==> config.mk <==
export PLATFORM = sky130hd
export DESIGN_NAME = keyed_adjacency_matrix_table
export DESIGN_NICKNAME = d
export VERILOG_FILES = /design/src/hdl/kam_pkg.sv /design/src/hdl/kam_ram.sv /design/src/hdl/keyed_adjacency_matrix_table.sv
export SDC_FILE = /design/constraint.sdc
export NUM_CORES = 2
export LEC_CHECK = 0
export BUFFER_PORTS_ARGS = -buffer_cell sky130_fd_sc_hd__buf_2
export CORE_MARGIN = 3
export CORE_UTILIZATION = 50
export DETAILED_ROUTE_END_ITERATION = 12
export PLACE_DENSITY = 0.73
export SYNTH_ARGS = -nofsm -noshare
export SYNTH_HDL_FRONTEND = slang
export SYNTH_HIERARCHICAL = 1
export SYNTH_MEMORY_MAX_BITS = 65536
export SYNTH_SLANG_ARGS = --single-unit
==> constraint.sdc <==
create_clock -name clk -period 15.9 [get_ports clk]
set_input_delay 0 -clock clk [delete_from_list [all_inputs] [get_ports clk]]
set_output_delay 0 -clock clk [all_outputs]
set_load 0.05 [all_outputs]
==> src/hdl/kam_pkg.sv <==
// kam_pkg: shared types and constants for the keyed adjacency matrix table
// request kinds, status codes, field widths and the sequencer state type
// no dependencies
package kam_pkg;

  localparam int KEY_W    = 15;
  localparam int WEIGHT_W = 15;
  localparam int DEG_W    = 19;

  localparam logic [DEG_W-1:0]    DEG_MAX    = 19'h7ffff;
  localparam logic [WEIGHT_W-1:0] WEIGHT_MAX = 15'h7fff;

  // request kinds
  localparam logic [2:0] K_ADD = 3'd0;
  localparam logic [2:0] K_DEL = 3'd1;
  localparam logic [2:0] K_SET = 3'd2;
  localparam logic [2:0] K_GET = 3'd3;
  localparam logic [2:0] K_DEG = 3'd4;
  localparam logic [2:0] K_ACC = 3'd5;

  // status codes
  localparam logic [2:0] ST_OK         = 3'd0;
  localparam logic [2:0] ST_BAD_KEY    = 3'd1;
  localparam logic [2:0] ST_NO_NODE    = 3'd2;
  localparam logic [2:0] ST_BAD_WEIGHT = 3'd3;
  localparam logic [2:0] ST_FULL       = 3'd4;

  // accumulate phases
  localparam logic [1:0] PH_KEY_A = 2'd0;
  localparam logic [1:0] PH_KEY_B = 2'd1;
  localparam logic [1:0] PH_EDGE  = 2'd2;

  typedef enum logic [3:0] {
    S_IDLE,
    S_SCAN_RD,
    S_SCAN_CMP,
    S_DECIDE,
    S_CLR,
    S_WR_NODE,
    S_ADD_DONE,
    S_RD_W,
    S_USE_W,
    S_RD_DEG,
    S_USE_DEG,
    S_SUM_RD,
    S_SUM_ACC,
    S_SUM_WR,
    S_RESP
  } state_t;

endpackage

==> src/hdl/kam_ram.sv <==
// kam_ram: single-port memory with registered read data
// one write or read address per cycle; no dependencies
module kam_ram #(
  parameter int WIDTH = 15,
  parameter int AW    = 4
) (
  input  logic             clk,
  input  logic             we,
  input  logic [AW-1:0]    addr,
  input  logic [WIDTH-1:0] wdata,
  output logic [WIDTH-1:0] rdata
);

  logic [WIDTH-1:0] mem [2**AW];

  always_ff @(posedge clk) begin
    if (we) begin
      mem[addr] <= wdata;
    end
    rdata <= mem[addr];
  end

endmodule

==> src/hdl/keyed_adjacency_matrix_table.sv <==
// keyed_adjacency_matrix_table: node slot table with weighted adjacency matrix
// uses kam_pkg and kam_ram; one request at a time
// lookup scans the key memory one used slot at a time
// add reuses a dead slot or appends with a row/column clear; accumulate runs up to 3 scans
// delete: scan, row/column clear, then a re-sum of every used row over the one-port matrix memory
// rst (synchronous) clears live marks, slot count and handshake; no clearing pass
module keyed_adjacency_matrix_table
  import kam_pkg::*;
#(
  parameter int MAX_NODES = 16
) (
  input  logic        clk,
  input  logic        rst,
  input  logic        s_tvalid,
  output logic        s_tready,
  input  logic [47:0] s_tdata,   // key_a[15:0], key_b[31:16], weight[47:32]
  input  logic [2:0]  s_tuser,   // kind[2:0]
  output logic        m_tvalid,
  input  logic        m_tready,
  output logic [31:0] m_tdata    // status[2:0], value[21:3], slot_count[26:22], zero
);

  localparam int IDXW = $clog2(MAX_NODES);
  localparam int CNTW = $clog2(MAX_NODES + 1);
  localparam int EAW  = 2 * IDXW;
  localparam int ACCW = WEIGHT_W + CNTW;

  state_t state, state_next;

  // captured request
  logic [2:0]  kind, kind_next;
  logic [15:0] ka, ka_next;
  logic [15:0] kb, kb_next;
  logic [15:0] wt, wt_next;
  logic [1:0]  phase, phase_next;

  // scan keys and results
  logic [15:0]     sk_a, sk_a_next;
  logic [15:0]     sk_b, sk_b_next;
  logic [IDXW-1:0] idx, idx_next;
  logic            fa, fa_next, fb, fb_next, df, df_next;
  logic [IDXW-1:0] sa, sa_next, sb, sb_next, ds, ds_next;

  // clear and re-sum control
  logic [IDXW-1:0] slot, slot_next;
  logic [IDXW-1:0] clr_lim, clr_lim_next;
  logic            clr_ph, clr_ph_next;
  logic            clr_app, clr_app_next;
  logic [IDXW-1:0] si, si_next, sj, sj_next;
  logic [ACCW-1:0] acc, acc_next;

  // table state
  logic [CNTW-1:0]      used, used_next;
  logic [MAX_NODES-1:0] live, live_next;

  // result
  logic [2:0]       status, status_next;
  logic [DEG_W-1:0] value, value_next;
  logic             m_tvalid_next;
  logic [31:0]      m_tdata_next;

  // memory ports
  logic                key_we;
  logic [IDXW-1:0]     key_addr;
  logic [KEY_W-1:0]    key_wd, key_rd;
  logic                deg_we;
  logic [IDXW-1:0]     deg_addr;
  logic [DEG_W-1:0]    deg_wd, deg_rd;
  logic                e_we;
  logic [EAW-1:0]      e_addr;
  logic [WEIGHT_W-1:0] e_wd, e_rd;

  logic               scan_last, si_last, sj_last;
  logic               match_a, match_b;
  logic               add_mode;
  logic signed [16:0] acc_sum;
  logic [DEG_W-1:0]   deg_sat;

  kam_ram #(.WIDTH(KEY_W), .AW(IDXW)) u_key_ram (
    .clk(clk), .we(key_we), .addr(key_addr), .wdata(key_wd), .rdata(key_rd)
  );

  kam_ram #(.WIDTH(DEG_W), .AW(IDXW)) u_deg_ram (
    .clk(clk), .we(deg_we), .addr(deg_addr), .wdata(deg_wd), .rdata(deg_rd)
  );

  // matrix addressed {row, col}
  kam_ram #(.WIDTH(WEIGHT_W), .AW(EAW)) u_edge_ram (
    .clk(clk), .we(e_we), .addr(e_addr), .wdata(e_wd), .rdata(e_rd)
  );

  assign s_tready = (state == S_IDLE);

  // shared compare/add helpers
  assign scan_last = ((CNTW'(idx) + 1'b1) == used);
  assign si_last   = ((CNTW'(si) + 1'b1) == used);
  assign sj_last   = ((CNTW'(sj) + 1'b1) == used);
  // negative keys never match a slot
  assign match_a   = live[idx] && !sk_a[15] && (key_rd == sk_a[KEY_W-1:0]);
  assign match_b   = live[idx] && !sk_b[15] && (key_rd == sk_b[KEY_W-1:0]);
  assign add_mode  = (kind == K_ADD) || ((kind == K_ACC) && (phase != PH_EDGE));
  assign acc_sum   = $signed({2'b00, e_rd}) + 17'(signed'(wt));
  assign deg_sat   = (32'(acc) > 32'(DEG_MAX)) ? DEG_MAX : DEG_W'(acc);

  always_comb begin
    state_next    = state;
    kind_next     = kind;
    ka_next       = ka;
    kb_next       = kb;
    wt_next       = wt;
    phase_next    = phase;
    sk_a_next     = sk_a;
    sk_b_next     = sk_b;
    idx_next      = idx;
    fa_next       = fa;
    fb_next       = fb;
    df_next       = df;
    sa_next       = sa;
    sb_next       = sb;
    ds_next       = ds;
    slot_next     = slot;
    clr_lim_next  = clr_lim;
    clr_ph_next   = clr_ph;
    clr_app_next  = clr_app;
    si_next       = si;
    sj_next       = sj;
    acc_next      = acc;
    used_next     = used;
    live_next     = live;
    status_next   = status;
    value_next    = value;
    m_tdata_next  = m_tdata;
    m_tvalid_next = m_tvalid && !m_tready;

    key_we   = 1'b0;
    key_addr = idx;
    key_wd   = sk_a[KEY_W-1:0];
    deg_we   = 1'b0;
    deg_addr = sa;
    deg_wd   = '0;
    e_we     = 1'b0;
    e_addr   = {sa, sb};
    e_wd     = '0;

    unique case (state)
      S_IDLE: begin
        if (s_tvalid) begin
          kind_next   = s_tuser;
          ka_next     = s_tdata[15:0];
          kb_next     = s_tdata[31:16];
          wt_next     = s_tdata[47:32];
          sk_a_next   = s_tdata[15:0];
          sk_b_next   = s_tdata[31:16];
          phase_next  = PH_KEY_A;
          status_next = ST_OK;
          value_next  = '0;
          idx_next    = '0;
          fa_next     = 1'b0;
          fb_next     = 1'b0;
          df_next     = 1'b0;
          case (s_tuser) inside
            K_ADD, K_ACC: begin
              if (s_tdata[15]) begin
                status_next = ST_BAD_KEY;
                state_next  = S_RESP;
              end else begin
                state_next = (used == '0) ? S_DECIDE : S_SCAN_RD;
              end
            end
            K_SET: begin
              // weight sign checked before any lookup
              if (s_tdata[47]) begin
                status_next = ST_BAD_WEIGHT;
                state_next  = S_RESP;
              end else begin
                state_next = (used == '0) ? S_DECIDE : S_SCAN_RD;
              end
            end
            K_DEL, K_GET, K_DEG: begin
              state_next = (used == '0) ? S_DECIDE : S_SCAN_RD;
            end
            default: begin
              state_next = S_RESP;
            end
          endcase
        end
      end

      S_SCAN_RD: begin
        state_next = S_SCAN_CMP;
      end

      S_SCAN_CMP: begin
        if (match_a && !fa) begin
          fa_next = 1'b1;
          sa_next = idx;
        end
        if (match_b && !fb) begin
          fb_next = 1'b1;
          sb_next = idx;
        end
        if (!live[idx] && !df) begin
          df_next = 1'b1;
          ds_next = idx;
        end
        if (scan_last) begin
          state_next = S_DECIDE;
        end else begin
          idx_next   = idx + 1'b1;
          state_next = S_SCAN_RD;
        end
      end

      S_DECIDE: begin
        if (add_mode) begin
          if (fa) begin
            state_next = S_ADD_DONE;
          end else if (df) begin
            slot_next  = ds;
            state_next = S_WR_NODE;
          end else if (used == CNTW'(MAX_NODES)) begin
            status_next = ST_FULL;
            state_next  = S_RESP;
          end else begin
            // append: clear the new row and column first
            slot_next    = IDXW'(used);
            clr_lim_next = IDXW'(used);
            used_next    = used + 1'b1;
            idx_next     = '0;
            clr_ph_next  = 1'b0;
            clr_app_next = 1'b1;
            state_next   = S_CLR;
          end
        end else begin
          case (kind)
            K_DEL: begin
              if (!fa) begin
                status_next = ST_NO_NODE;
                state_next  = S_RESP;
              end else begin
                live_next[sa] = 1'b0;
                slot_next     = sa;
                clr_lim_next  = IDXW'(used - 1'b1);
                idx_next      = '0;
                clr_ph_next   = 1'b0;
                clr_app_next  = 1'b0;
                state_next    = S_CLR;
              end
            end
            K_SET: begin
              if (!(fa && fb)) begin
                status_next = ST_NO_NODE;
              end else begin
                e_we = 1'b1;
                e_wd = wt[WEIGHT_W-1:0];
              end
              state_next = S_RESP;
            end
            K_GET, K_ACC: begin
              if (!(fa && fb)) begin
                status_next = ST_NO_NODE;
                state_next  = S_RESP;
              end else begin
                state_next = S_RD_W;
              end
            end
            K_DEG: begin
              if (!fa) begin
                status_next = ST_NO_NODE;
                state_next  = S_RESP;
              end else begin
                state_next = S_RD_DEG;
              end
            end
            default: begin
              state_next = S_RESP;
            end
          endcase
        end
      end

      S_CLR: begin
        // row entry, then column entry, for each index
        e_we        = 1'b1;
        e_addr      = clr_ph ? {idx, slot} : {slot, idx};
        clr_ph_next = !clr_ph;
        if (clr_ph) begin
          if (idx == clr_lim) begin
            if (clr_app) begin
              state_next = S_WR_NODE;
            end else begin
              si_next    = '0;
              sj_next    = '0;
              acc_next   = '0;
              state_next = S_SUM_RD;
            end
          end else begin
            idx_next = idx + 1'b1;
          end
        end
      end

      S_WR_NODE: begin
        key_we          = 1'b1;
        key_addr        = slot;
        deg_we          = 1'b1;
        deg_addr        = slot;
        live_next[slot] = 1'b1;
        state_next      = S_ADD_DONE;
      end

      S_ADD_DONE: begin
        idx_next = '0;
        fa_next  = 1'b0;
        fb_next  = 1'b0;
        df_next  = 1'b0;
        if (kind != K_ACC) begin
          state_next = S_RESP;
        end else if (phase == PH_KEY_A) begin
          phase_next = PH_KEY_B;
          sk_a_next  = kb;
          if (kb[15]) begin
            status_next = ST_BAD_KEY;
            state_next  = S_RESP;
          end else begin
            state_next = S_SCAN_RD;
          end
        end else begin
          phase_next = PH_EDGE;
          sk_a_next  = ka;
          sk_b_next  = kb;
          state_next = S_SCAN_RD;
        end
      end

      S_RD_W: begin
        state_next = S_USE_W;
      end

      S_USE_W: begin
        if (kind == K_GET) begin
          value_next = DEG_W'(e_rd);
        end else if (acc_sum[16]) begin
          status_next = ST_BAD_WEIGHT;
        end else begin
          e_we = 1'b1;
          e_wd = (acc_sum[16:15] != 2'b00) ? WEIGHT_MAX : acc_sum[WEIGHT_W-1:0];
        end
        state_next = S_RESP;
      end

      S_RD_DEG: begin
        state_next = S_USE_DEG;
      end

      S_USE_DEG: begin
        value_next = deg_rd;
        state_next = S_RESP;
      end

      S_SUM_RD: begin
        e_addr     = {si, sj};
        state_next = S_SUM_ACC;
      end

      S_SUM_ACC: begin
        acc_next = acc + ACCW'(e_rd);
        if (sj_last) begin
          state_next = S_SUM_WR;
        end else begin
          sj_next    = sj + 1'b1;
          state_next = S_SUM_RD;
        end
      end

      S_SUM_WR: begin
        deg_we   = 1'b1;
        deg_addr = si;
        deg_wd   = deg_sat;
        acc_next = '0;
        sj_next  = '0;
        if (si_last) begin
          state_next = S_RESP;
        end else begin
          si_next    = si + 1'b1;
          state_next = S_SUM_RD;
        end
      end

      S_RESP: begin
        // hold until the output register is free
        if (!m_tvalid || m_tready) begin
          m_tvalid_next = 1'b1;
          m_tdata_next  = {5'b00000, 5'(used), value, status};
          state_next    = S_IDLE;
        end
      end

      default: begin
        state_next = S_IDLE;
      end
    endcase
  end

  always_ff @(posedge clk) begin
    if (rst) begin
      state    <= S_IDLE;
      used     <= '0;
      live     <= '0;
      m_tvalid <= 1'b0;
    end else begin
      state    <= state_next;
      used     <= used_next;
      live     <= live_next;
      m_tvalid <= m_tvalid_next;
    end
  end

  always_ff @(posedge clk) begin
    kind    <= kind_next;
    ka      <= ka_next;
    kb      <= kb_next;
    wt      <= wt_next;
    phase   <= phase_next;
    sk_a    <= sk_a_next;
    sk_b    <= sk_b_next;
    idx     <= idx_next;
    fa      <= fa_next;
    fb      <= fb_next;
    df      <= df_next;
    sa      <= sa_next;
    sb      <= sb_next;
    ds      <= ds_next;
    slot    <= slot_next;
    clr_lim <= clr_lim_next;
    clr_ph  <= clr_ph_next;
    clr_app <= clr_app_next;
    si      <= si_next;
    sj      <= sj_next;
    acc     <= acc_next;
    status  <= status_next;
    value   <= value_next;
    m_tdata <= m_tdata_next;
  end

endmodule

==> results.json <==
{
  "cts.sinks": 4650,
  "min_period_ns": 8.537,
  "routedWlPerCell_um": 32.02,
  "grt_max_degree": 197,
  "synth-compound-area-share_pct": 4.101,
  "hpwl_um": 251800,
  "tightestPinTransition_ns": 1.433,
  "clk_latency_ns": 0.99,
  "relSlewSlack_pct": 3.230,
  "crit_chain": "nor2b_1 > nand2_1 > nor2_1 > a221o_4 > buf_12 > buf_4 > buf_12 > buf_12 > mux4_2 > a22oi_1 > a21oi_1 > o41ai_1 > nand4_1",
  "p_switching_mw": 8.493,
  "grt_pass1_vias": 90654,
  "yosysSeqAreaShare_pct": 77.68,
  "setup_tns_ns": 0,
  "irDropWorstVdd_mv": 0.1213,
  "yosys.area_share.simple_pct": 2.065,
  "post-route-period-util_pct": 53.69,
  "die_y_um": 604.0,
  "report.final.hold_viol_count": 0,
  "h-tree-depth": 5,
  "p_int_mw": 22.10,
  "worstPathMaxFanout": 111,
  "p_per_area_nw_per_um2": 151.7,
  "totalWireLength_um": 447800,
  "async_flop_share_pct": 0,
  "final_cells": 13983,
  "die_x_um": 604.0,
  "cp_data_arrival_time_ns": 9.34,
  "slew_viol_final": 0,
  "die_area_um2": 364800,
  "cts_made_buffers": 435,
  "io_pins": 89,
  "drc_errors": 0,
  "worstPathRequired_ns": 16.70,
  "track_usage_pct": 24.43,
  "vias": 90435,
  "p_comb_share_pct": 18.6,
  "final_util_pct": 56.93,
  "num_rows": 218,
  "antenna_found_initial": 11,
  "viasPerCell": 6.467,
  "first_pass_iters": 6,
  "areaGrowthSynthToFinish_pct": 12.82,
  "fmax_mhz": 117.1,
  "cp-start-kind": "flip-flop",
  "synth_xor_area_share_pct": 0.4115,
  "final_nets": 8969,
  "clockPowerShare_pct": 33.3,
  "hp-class": "in2reg",
  "synthFlopType": "edfxtp_1",
  "ys_ff_latch": 4650,
  "cpMaxStageDelayCell": "o41ai_1",
  "critPathMaxStageDelay_ns": 1.18,
  "ant_nets": 0,
  "synthMuxAreaShare_pct": 14.06,
  "first_iter_violations": 13910,
  "path_clk_slew_ns": 0.07,
  "synth.avg_cell_area_um2": 21.38,
  "grt-ovfl-total": 0,
  "gp_congestion": 0.8583,
  "status": "finished clean",
  "ctsResizeCount": 0,
  "synth.distinct_cells": 75,
  "setup_viol": 0,
  "layout-drive-gt1-share_pct": 25.86,
  "cp_common_cell": "buf_12",
  "cts_buffer_depth": 4,
  "dp.cells": 13057,
  "grt_first_pass_wirelength_um": 650500,
  "seq_power_share_pct": 48.1,
  "cp_top_family": "buffers and inverters",
  "synth_edf_count": 4575,
  "root_buffer": "clkbuf_16",
  "start_util_pct": 50.46,
  "rsz0062_at_grt": "false",
  "synth-warning-count": 6,
  "critical_path_class": "reg2reg",
  "synth-adder-area-share_pct": 0.3009,
  "crit_path_end_kind": "flip-flop",
  "fp.coreArea_um2": 354300,
  "drv_cap": 0,
  "syn-cell-area_um2": 178800,
  "path_buf_inv": 4,
  "synth_top_family_by_area": "multiplexers",
  "io_buffers": 83,
  "fin_skew_ns": 0.07914,
  "p_leak_nw": 62.60,
  "cts_tree": "yes",
  "synthCells": 8364,
  "swShare_pct": 27.76,
  "post_cts_buffers": 0
}
==> area by class of cell <==
cell class              count  area, um2
flip-flops and latches   4650     138900
well taps                4730       5918
clock inverters           248       2182
diodes                     10      25.02
clock buffers             559      11680
multi-input cells        3197      38390
inverters                  24      90.09
repair buffers            565       4532
fillers                 24779     152600
==> power by group through the flow <==
stage,clock network (mW),registers [mW],logic [mW]
after floorplan,0,15.0,3.74
after global placement,0,14.9,5.45
after detailed placement,0,15.0,5.60
after CTS,10.3,14.7,5.64
after global routing,10.8,14.7,6.00
final,10.2,14.7,5.69
==> cells by family after synthesis <==
| kind of cell | count (synthesis) |
|---|---|
| mux | 1135 |
| buf+inv | 521 |
| other cells | 1 |
| xor+xnor | 84 |
| flops | 4650 |
| fa+ha+maj | 42 |
| compound gates | 1088 |
| simple gates | 843 |
==> registers in the layout (all words and copies together) (netlist names), 16 cells and up <==
register	cells
ka	16
sk_b	16
value	19
wt	16
u_deg_ram/rdata	19
u_edge_ram/mem	3840
kb	16
acc	20
live	16
sk_a	16
u_deg_ram/mem	304
u_key_ram/mem	240
m_tdata	27
==> worst min-delay path: stages <==
cell and delay, ns:
dlygate4sd3_1 0.52, buf_2 0.12, nand2_1 0.06, o21ai_0 0.16
==> through the flow <==
stage	setup WS (ns)	total power [mW]	cell area (um2)	hold WS [ns]
2_1_floorplan	5.537	18.78	178800	0.09887
3_3_place_gp	7.318	20.39	186700	0.1795
3_5_place_dp	7.425	20.56	186700	0.1786
4_1_cts	7.405	30.63	201700	0.01127
5_1_grt	6.890	31.52	201700	0.07358
6_report	7.363	30.60	201700	0.08335
==> cell usage after synthesis (33+ instances only) <==
library cell  number  area (um2)
mux2i_1           33       330.3
edfxtp_1        4575      137400
a21oi_1          297        1486
clkbuf_1         306        1149
nand3_1           33       165.2
buf_6             41       461.7
nand2_1          210       788.3
o41ai_1           60       525.5
buf_2             90       450.4
a22oi_1          548        4114
xnor2_1           38       332.8
dfxtp_1           75        1501
ha_1              39       488.0
buf_1             41       153.9
nor2_1           391        1468
mux4_2          1100       24770
nor3_1            60       300.3
xor2_1            46       402.9
o21ai_0           72       360.4
==> worst paths after layout <==
kind	start	to	slack (ns)	cells after the start
max reg2reg	state[2]	u_edge_ram/rdata[8]	7.36	13
max	state[2]	u_edge_ram/rdata[8]	7.36	13
min reg2reg	value[18]	m_tdata[21]	0.41	0
min	s_tdata[5]	sk_a[5]	0.08	4
==> cells in the final DEF, fill, tap and decap left out, drive strengths merged, types with 9 or more instances in the layout <==
master | Yosys | final
mux2i | 33 | 33
a22oi | 548 | 548
dlygate4sd3 | 0 | 109
o21ai | 96 | 96
xor2 | 46 | 46
nor2b | 27 | 27
buf | 191 | 456
a21o | 9 | 9
nand2 | 210 | 210
clkbuf | 306 | 559
edfxtp | 4575 | 4575
a211oi | 9 | 9
inv | 24 | 39
nor3 | 61 | 61
o211ai | 9 | 9
nand2b | 23 | 23
and2 | 11 | 11
clkinv | 0 | 186
ha | 39 | 39
o41ai | 60 | 60
a21oi | 298 | 298
nand3b | 10 | 10
a221o | 9 | 9
a22o | 14 | 14
clkinvlp | 0 | 14
xnor2 | 38 | 38
bufinv | 0 | 33
mux4 | 1101 | 1101
or3 | 10 | 10
nand4 | 29 | 29
and3 | 10 | 10
nand3 | 33 | 33
or2 | 11 | 11
diode | 0 | 10
dfxtp | 75 | 75
nor2 | 395 | 395
==> metal layers <==
layer  track usage [%]  wire [um]  vias up
met5                 0         43        -
met4             8.846      17990        6
met3             6.231      55070      901
met2             37.95     211700     5821
met1             33.81     163000    47475
li1                  -          -    36232
==> timing repair <==
| item | in CTS | in global routing |
|---|---|---|
| endpoints found under the hold margin | 167 | 0 |
| endpoints found under the setup margin | 0 | 0 |
| hold buffers | 109 | 0 |
(Power assumes the default switching activity.)
